===== src/hw/rtl/assert_macros.svh =====
// Assertion helpers for the ROI depth statistics block.
`ifndef ASSERT_MACROS_SVH
`define ASSERT_MACROS_SVH

`define ASSERT_IMPL(label, clk, rst_n, ante, cons) \
    label: assert property (@(posedge clk) disable iff (!rst_n) (ante) |-> (cons)) \
        else $error("assertion failed");

`define ASSERT_NEXT(label, clk, rst_n, ante, cons) \
    label: assert property (@(posedge clk) disable iff (!rst_n) (ante) |=> (cons)) \
        else $error("assertion failed");

`endif


===== src/hw/rtl/rds_pkg.sv =====
package rds_pkg;

    localparam int FRAME_DIM_DEFAULT = 256;
    localparam int DW = 16;
    localparam int CW = 17;
    localparam int SUMW = 33;
    localparam int SQW = 49;
    localparam logic [CW-1:0] VALID_CAP = 17'd65536;
    localparam logic [CW-1:0] CAND_CAP = 17'd131071;
    localparam logic [DW-1:0] STD_FLOOR = 16'd10;

    localparam logic [1:0] ST_OK = 2'd0;
    localparam logic [1:0] ST_NO_VALID = 2'd1;
    localparam logic [1:0] ST_LOW_CONF = 2'd2;

    localparam logic [2:0] REG_FIRST_X = 3'd0;
    localparam logic [2:0] REG_LAST_X = 3'd1;
    localparam logic [2:0] REG_FIRST_Y = 3'd2;
    localparam logic [2:0] REG_LAST_Y = 3'd3;
    localparam logic [2:0] REG_MIN_DEPTH = 3'd4;
    localparam logic [2:0] REG_MAX_DEPTH = 3'd5;
    localparam logic [2:0] REG_SD_LIMIT = 3'd6;
    localparam logic [2:0] REG_MIN_CONF = 3'd7;

    typedef enum logic [3:0] {
        S_ACC,
        S_MUL1,
        S_MUL2,
        S_DIV1,
        S_SQRT,
        S_MUL3,
        S_DIV2,
        S_DIV3,
        S_DONE,
        S_OUT
    } state_t;

    typedef struct packed {
        logic acc_en;
        logic start_mul1;
        logic start_mul2;
        logic start_div1;
        logic start_sqrt;
        logic start_mul3;
        logic start_div2;
        logic start_div3;
        logic finish;
        logic clear;
    } cmd_t;

    typedef struct packed {
        logic unit_done;
        logic no_valid;
    } stat_t;

endpackage


===== src/hw/rtl/rds_ctrl.sv =====
module rds_ctrl (
    input  logic          aclk,
    input  logic          aresetn,
    input  logic          in_fire,
    input  logic          in_last,
    input  logic          out_ready,
    input  rds_pkg::stat_t stat,
    output rds_pkg::cmd_t cmd,
    output logic          in_ready,
    output logic          out_valid
);
    import rds_pkg::*;

    state_t state_reg, state_next;

    always_comb begin
        state_next = state_reg;
        unique case (state_reg)
            S_ACC: if (in_fire && in_last) state_next = S_MUL1;
            S_MUL1: state_next = stat.no_valid ? S_DONE : S_MUL2;
            S_MUL2: state_next = S_DIV1;
            S_DIV1: if (stat.unit_done) state_next = S_SQRT;
            S_SQRT: if (stat.unit_done) state_next = S_MUL3;
            S_MUL3: state_next = S_DIV2;
            S_DIV2: if (stat.unit_done) state_next = S_DIV3;
            S_DIV3: if (stat.unit_done) state_next = S_DONE;
            S_DONE: state_next = S_OUT;
            S_OUT: if (out_ready) state_next = S_ACC;
            default: state_next = S_ACC;
        endcase
    end

    always_comb begin
        cmd = '0;
        in_ready = 1'b0;
        out_valid = 1'b0;
        unique case (state_reg)
            S_ACC: begin
                in_ready = 1'b1;
                cmd.acc_en = in_fire;
            end
            S_MUL1: cmd.start_mul1 = 1'b1;
            S_MUL2: cmd.start_mul2 = 1'b1;
            S_DIV1: cmd.start_div1 = 1'b1;
            S_SQRT: cmd.start_sqrt = 1'b1;
            S_MUL3: cmd.start_mul3 = 1'b1;
            S_DIV2: cmd.start_div2 = 1'b1;
            S_DIV3: cmd.start_div3 = 1'b1;
            S_DONE: cmd.finish = 1'b1;
            S_OUT: begin
                out_valid = 1'b1;
                cmd.clear = out_ready;
            end
            default: ;
        endcase
    end

    always_ff @(posedge aclk) begin
        if (!aresetn) state_reg <= S_ACC;
        else state_reg <= state_next;
    end
endmodule


===== config.mk =====
export PLATFORM = sky130hd
export DESIGN_NAME = rds_ctrl
export DESIGN_NICKNAME = d
export VERILOG_FILES = /design/src/hw/rtl/assert_macros.svh /design/src/hw/rtl/rds_pkg.sv /design/src/hw/rtl/rds_ctrl.sv
export SDC_FILE = /design/constraint.sdc
export NUM_CORES = 1
export LEC_CHECK = 0
export BUFFER_PORTS_ARGS = -buffer_cell sky130_fd_sc_hd__buf_2
export CORE_AREA = 2 2 39 41
export DETAILED_ROUTE_END_ITERATION = 8
export DIE_AREA = 0 0 41 43
export GPL_TIMING_DRIVEN = 0
export PLACE_DENSITY = 0.67
export REMOVE_ABC_BUFFERS = 1
export SYNTH_ARGS = -nofsm -noshare
export SYNTH_HDL_FRONTEND = slang
export SYNTH_SLANG_ARGS = --single-unit

===== constraint.sdc =====
create_clock -name aclk -period 1.1 [get_ports aclk]
set_input_delay 0.055 -clock aclk [delete_from_list [all_inputs] [get_ports aclk]]
set_output_delay 0.055 -clock aclk [all_outputs]
set_load 0.05 [all_outputs]

==> results of run 1 <==
-- synthesized netlist by cell type, drive strengths merged --
cell,count
dfxtp,4
clkbuf,1
a31oi,1
nor3,4
a221o,1
nor2b,3
o21ai,3
nor4b,1
nand2,8
and2,3
a211oi,1
nor3b,1
nor4,1
nand3b,1
buf,3
nand2b,5
nand3,1
mux2i,2
inv,1
xnor2,1
nor2,4
nand4,1
-- layout make-up --
| type | count | area, um^2 | share of cell area, % |
|---|---|---|---|
| Multi-Input combinational cell | 42 | 319.1 | 44.74 |
| Inverter | 1 | 3.754 | 0.5263 |
| Timing Repair Buffer | 29 | 252.7 | 35.44 |
| Clock buffer | 3 | 22.52 | 3.158 |
| Tap cell | 16 | 20.02 | 2.807 |
| Sequential cell | 4 | 95.09 | 13.33 |
-- logic make-up (layout without fill, tap and decap cells) --
logic type	count (synthesis)	after routing	share of synthesized area (%)
buffers and inverters	5	33	7.215
AO/OA/AOI/OAI	6	6	11.00
XOR/XNOR	1	1	2.406
flip-flops	4	4	21.99
multiplexers	2	2	5.499
AND/OR/NAND/NOR	33	33	51.89
-- power by group through the flow --
| stage | sequential [mW] | clock [mW] | combinational [mW] |
|---|---|---|---|
| after floorplan | 0.267 | 0 | 0.526 |
| after global placement | 0.294 | 0 | 0.629 |
| after detailed placement | 0.300 | 0 | 0.638 |
| after CTS | 0.314 | 0.184 | 0.934 |
| after global routing | 0.332 | 0.193 | 1.15 |
| final | 0.323 | 0.173 | 1.08 |
-- layer usage --
metal	vias to the layer above	GRT usage, %	part of all wire [%]
met5	-	0	0
met4	0	6.000	0
met3	0	3.141	6.6
met2	19	20.94	49
met1	206	16.40	45
li1	230	-	-
-- worst max-delay path, cell delays in order (launching register included) --
cell	delay, ps
dfxtp_4	360
nand2b_4	160
nor3b_4	220
and2_4	170
buf_8	130
-- metrics by stage --
step	TNS (ps)	setup WS [ps]	power, mW
2_1_floorplan	-9382	-1090	0.7936
4_1_cts	-1966	-228.8	1.432
3_5_place_dp	-3152	-444.2	0.9379
3_3_place_gp	-2846	-425.7	0.9239
5_1_grt	-3140	-294.0	1.673
6_report	-2321	-235.3	1.576
-- final timing paths --
| kind | slack (ps) | endpoint |
|---|---|---|
| worst max register to register | -230 | state_reg[0]$_SDFFE_PN0P_ |
| worst min-delay path | 110 | state_reg[1]$_SDFFE_PN0P_ |
| worst max-delay path | -240 | cmd[0] |
| worst min register to register | 570 | state_reg[3]$_SDFFE_PN0P_ |
-- what timing repair did --
item                                    4_1_cts  5_1_grt
endpoints found under the setup margin       16       15
pin swaps                                     4        3
buffers inserted                              8        3
gates resized for setup                      34        8
hold buffers                                  0        0
==> impl_metrics.py, run 1 <==
metrics = {
    "floorplanning": {
        "core_area_mm2": 0.001384,
        "ios": 19,
        "die_w_um": 41,
        "fp-row-count": 14,
        "die_height_um": 43,
        "die-area_mm2": 0.001763,
        "start_util_pct": 26.31,
    },
    "setup_path": {
        "cp.required_ps": 1040,
        "setup.worst_path.start_class": "flip-flop",
        "r2r_start": "state_reg[0]$_SDFFE_PN0P_",
        "path_max_fanout": 6,
        "endpoint_kind": "primary output",
        "criticalPathCategory": "flip-flop to primary output",
        "worst_ep_arrival_time_ps": 1280,
        "reg2reg_depth": 5,
        "cp-startpoint": "state_reg[2]$_SDFFE_PN0P_",
    },
    "clock_tree": {
        "clock_latency_ps": 230,
        "cts-htree-levels": 1,
        "cts_buffers": 3,
        "cts_tree": "yes",
        "clk_path_buf_depth": 2,
        "cts_sinks": 4,
        "cts_root_buf": "clkbuf_4",
        "clk_pin_slew_ps": 30,
    },
    "min_path": {
        "hold_path_class": "primary input to flip-flop",
        "holdPathStages": 3,
        "min_from": "aresetn",
    },
    "cells_and_area": {
        "areaGrowthSynthToFinish_pct": 95.88,
        "largest_reg_flops": 4,
        "finalNonFillerCells": 95,
        "fin_nets": 88,
        "nFillCells": 138,
        "diodes": 0,
        "drive_above_1_share_pct": 60.76,
        "stdcell_area_um2": 713.2,
        "final_common_cell": "buf_4",
        "layout_common_cells": "buf_4 (14), nand2_1 (8), buf_2 (6), buf_6 (6), dfxtp_4 (4)",
        "utilization_pct": 51.54,
    },
    "drt": {
        "via_per_inst": 4.789,
        "ant_nets": 0,
        "firstDrtPassIters": 4,
        "vias": 455,
        "routed_wirelength_mm": 1.047,
        "drc": 0,
        "dr.first_iter.drc_count": 10,
        "wire_per_inst_um": 11.02,
    },
    "timing": {
        "rsz0062_at_grt": "true",
        "fmax_mhz": 748.9,
        "relSlewSlack_pct": 83.32,
        "drv_slew": 0,
        "fin_crit_sh_pct": 121.4,
        "tightestPinTransition_ps": 246.7,
        "finalHoldViolCount": 0,
        "whs_ps": 107.0,
        "period_needed_ps": 1335,
        "fin_skew_ps": 0.6539,
        "setup_viol": 14,
        "setup_ws_ps": -235.3,
    },
    "power_and_ir_drop": {
        "p_clk_share_pct": 11.0,
        "p_comb_share_pct": 68.5,
        "p_sw_share_pct": 46.24,
        "power.internal_mw": 0.8472,
        "ir_worst_vdd_uv": 810.5,
        "p_leak_nw": 0.3049,
        "pwr-share-seq_pct": 20.5,
        "switchingPower_mw": 0.7287,
        "power_density_mw_per_mm2": 2210,
    },
    "global_routing": {
        "grt_max_degree": 12,
        "grt_pass1_wl_mm": 1.614,
        "overflow": 0,
        "antenna_found_initial": 0,
        "grt_use_total_pct": 13.35,
        "grt_pass1_vias": 392,
    },
    "placement": {
        "dpl.hpwl_um": 607.3,
        "portBuffers": 18,
        "place_congestion": 0.7102,
        "place_area_um2": 451.7,
        "dp.cells": 81,
    },
    "outcome": {
        "violations": "setup timing",
        "status": "finished with violations",
    },
    "logic_synthesis": {
        "synth_cells": 51,
        "synth_area_per_cell_um2": 7.139,
        "synth_cell_types": 24,
        "ys_seq_area_share_pct": 21.99,
        "ys_ff_latch": 4,
        "synth.top_cell.area_share_pct": 21.99,
        "synth_area_um2": 364.1,
        "yosys-top-cells-area": "dfxtp_1 (22%), nand2_1 (8.2%), nand2b_1 (6.9%)",
        "yosysWarnings": 0,
        "synth_top_cell_by_area": "dfxtp_1",
    },
    "flow_run": {
        "drv_cap": 0,
    },
}
(Power assumes the default switching activity.)
==> run 2: changes to the inputs <==
--- a/config.mk
+++ b/config.mk
@@ -12,6 +12,7 @@
 export GPL_TIMING_DRIVEN = 0
 export PLACE_DENSITY = 0.67
 export REMOVE_ABC_BUFFERS = 1
+export SETUP_SLACK_MARGIN = 0.3
 export SYNTH_ARGS = -nofsm -noshare
 export SYNTH_HDL_FRONTEND = slang
 export SYNTH_SLANG_ARGS = --single-unit
==> run 2 against run 1 <==
The run still ends with setup timing left. Total power up 0.56%. Cell count stayed put. Clock skew grew 0.53 ps. Sequential power barely moved. Worst hold slack is essentially flat. Routed wire length is 1.1% lower.
==> impl_metrics.py, run 2 (synthesis results as in run 1) <==
metrics = {
    "outcome": {
        "status": "finished with violations",
        "violations": "setup timing",
    },
    "power_and_ir_drop": {
        "power.internal_mw": 0.8557,
        "p_comb_share_pct": 68.8,
        "p_leak_nw": 0.3057,
        "ir_worst_vdd_uv": 809.0,
        "p_sw_share_pct": 46.00,
        "switchingPower_mw": 0.7289,
        "power_density_mw_per_mm2": 2210,
        "p_clk_share_pct": 10.9,
        "pwr-share-seq_pct": 20.3,
    },
    "timing": {
        "setup_ws_ps": -233.7,
        "drv_slew": 0,
        "relSlewSlack_pct": 83.32,
        "tightestPinTransition_ps": 246.7,
        "rsz0062_at_grt": "true",
        "whs_ps": 107.1,
        "fmax_mhz": 749.8,
        "period_needed_ps": 1334,
        "setup_viol": 14,
        "fin_skew_ps": 1.179,
        "fin_crit_sh_pct": 121.2,
        "finalHoldViolCount": 0,
    },
    "placement": {
        "portBuffers": 18,
        "place_congestion": 0.7102,
        "dp.cells": 81,
        "dpl.hpwl_um": 607.3,
    },
    "clock_tree": {
        "cts_sinks": 4,
        "clock_latency_ps": 230,
        "cts-htree-levels": 1,
        "cts_tree": "yes",
        "cts_buffers": 3,
        "clk_pin_slew_ps": 30,
        "clk_path_buf_depth": 2,
        "cts_root_buf": "clkbuf_4",
    },
    "min_path": {
        "holdPathStages": 3,
        "hold_path_class": "primary input to flip-flop",
        "min_from": "aresetn",
        "whs_endpoint": "state_reg[1]$_SDFFE_PN0P_",
    },
    "cells_and_area": {
        "layout_common_cells": "buf_4 (13), nand2_1 (8), buf_6 (7)",
        "areaGrowthSynthToFinish_pct": 96.91,
        "fin_nets": 88,
        "final_common_cell": "buf_4",
        "largest_reg_flops": 4,
        "finalNonFillerCells": 95,
        "diodes": 0,
        "seq_area_um2": 95.09,
        "nFillCells": 139,
        "drive_above_1_share_pct": 60.76,
        "multiInputGateArea_um2": 319.1,
    },
    "floorplanning": {
        "die_w_um": 41,
        "core_area_mm2": 0.001384,
        "die_height_um": 43,
        "die-area_mm2": 0.001763,
        "start_util_pct": 26.31,
        "ios": 19,
        "fp-row-count": 14,
    },
    "setup_path": {
        "reg2reg_to": "state_reg[0]$_SDFFE_PN0P_",
        "path_max_fanout": 6,
        "rrSetupSlack_ps": -230,
        "criticalPathCategory": "flip-flop to primary output",
        "cp.required_ps": 1040,
        "endpoint_kind": "primary output",
        "worst_ep_arrival_time_ps": 1280,
        "reg2reg_depth": 5,
        "setup.worst_path.start_class": "flip-flop",
        "r2r_start": "state_reg[0]$_SDFFE_PN0P_",
    },
    "drt": {
        "via_per_inst": 4.695,
        "routed_wirelength_mm": 1.035,
        "dr.first_iter.drc_count": 6,
        "firstDrtPassIters": 3,
        "drc": 0,
        "wire_per_inst_um": 10.89,
        "vias": 446,
        "ant_nets": 0,
    },
    "global_routing": {
        "grt_max_degree": 12,
        "antenna_found_initial": 0,
        "grt_pass1_vias": 394,
        "overflow": 0,
        "grt_pass1_wl_mm": 1.614,
        "grt_use_total_pct": 13.35,
    },
    "flow_run": {
        "drv_cap": 0,
    },
}
[run 2: changes by cell type in the layout (fill, tap and decap cells not counted)]
cell | previous run | this run
buf_4 | 14 | 13
buf_6 | 6 | 7
[run 2: what timing repair did]
action / CTS / global route
hold buffers: 0 / 0
pin swaps: 3 / 3
buffers inserted: 8 / 3
gates resized for setup: 34 / 9
setup endpoints to repair: 16 / 16
[run 2: how the worst max path moves through the flow]
stage,slack [ps],startpoint,to,depth (start not counted)
finish,-230,state_reg[2]$_SDFFE_PN0P_,cmd[0],4
global route,-290,state_reg[2]$_SDFFE_PN0P_,cmd[0],4
CTS,-230,state_reg[2]$_SDFFE_PN0P_,cmd[0],4
detailed placement,-440,state_reg[2]$_SDFFE_PN0P_,state_reg[0]$_SDFFE_PN0P_,4
global placement,-430,state_reg[2]$_SDFFE_PN0P_,state_reg[1]$_SDFFE_PN0P_,4
floorplan,-1090,state_reg[1]$_SDFFE_PN0P_,cmd[1],1
[run 2: power groups by stage]
stage / registers (mW) / clock network [mW] / logic (mW)
floorplan: 0.267 / 0 / 0.526
global placement: 0.294 / 0 / 0.629
detailed placement: 0.300 / 0 / 0.638
CTS: 0.314 / 0.184 / 0.934
global route: 0.332 / 0.193 / 1.16
finish: 0.322 / 0.172 / 1.09
[run 2: layout make-up]
class                           instances  share of cell area (%)
Multi-Input combinational cell         42                   44.50
Timing Repair Buffer                   29                   35.78
Sequential cell                         4                   13.26
Clock buffer                            3                   3.141
Tap cell                               16                   2.792
Inverter                                1                  0.5236
[run 2: per-stage QoR]
stage | util [%] | instance area [um^2] | TNS (ps) | total power, mW | worst slack, ps
after floorplan | - | 341.6 | -9382 | 0.7936 | -1090
after global placement | 32.64 | 451.7 | -2846 | 0.9239 | -425.7
after detailed placement | 32.64 | 451.7 | -3152 | 0.9379 | -444.2
after CTS | 47.56 | 658.1 | -1978 | 1.431 | -228.8
after global routing | 51.81 | 716.9 | -3171 | 1.685 | -294.0
final | 51.81 | 716.9 | -2320 | 1.585 | -233.7
[run 2: worst max-delay path, stage by stage, from the launching register on]
cell	delay (ps)
dfxtp_4	360
nand2b_4	160
nor3b_4	220
and2_4	170
buf_8	130
[run 2: routing by layer]
layer  track usage, %  share of wire, %  up-vias
met3            3.141               6.0        0
li1                 -                 -      230
met2            20.94                50       14
met1            16.40                44      202
met5                0                 0        -
met4            6.000                 0        0
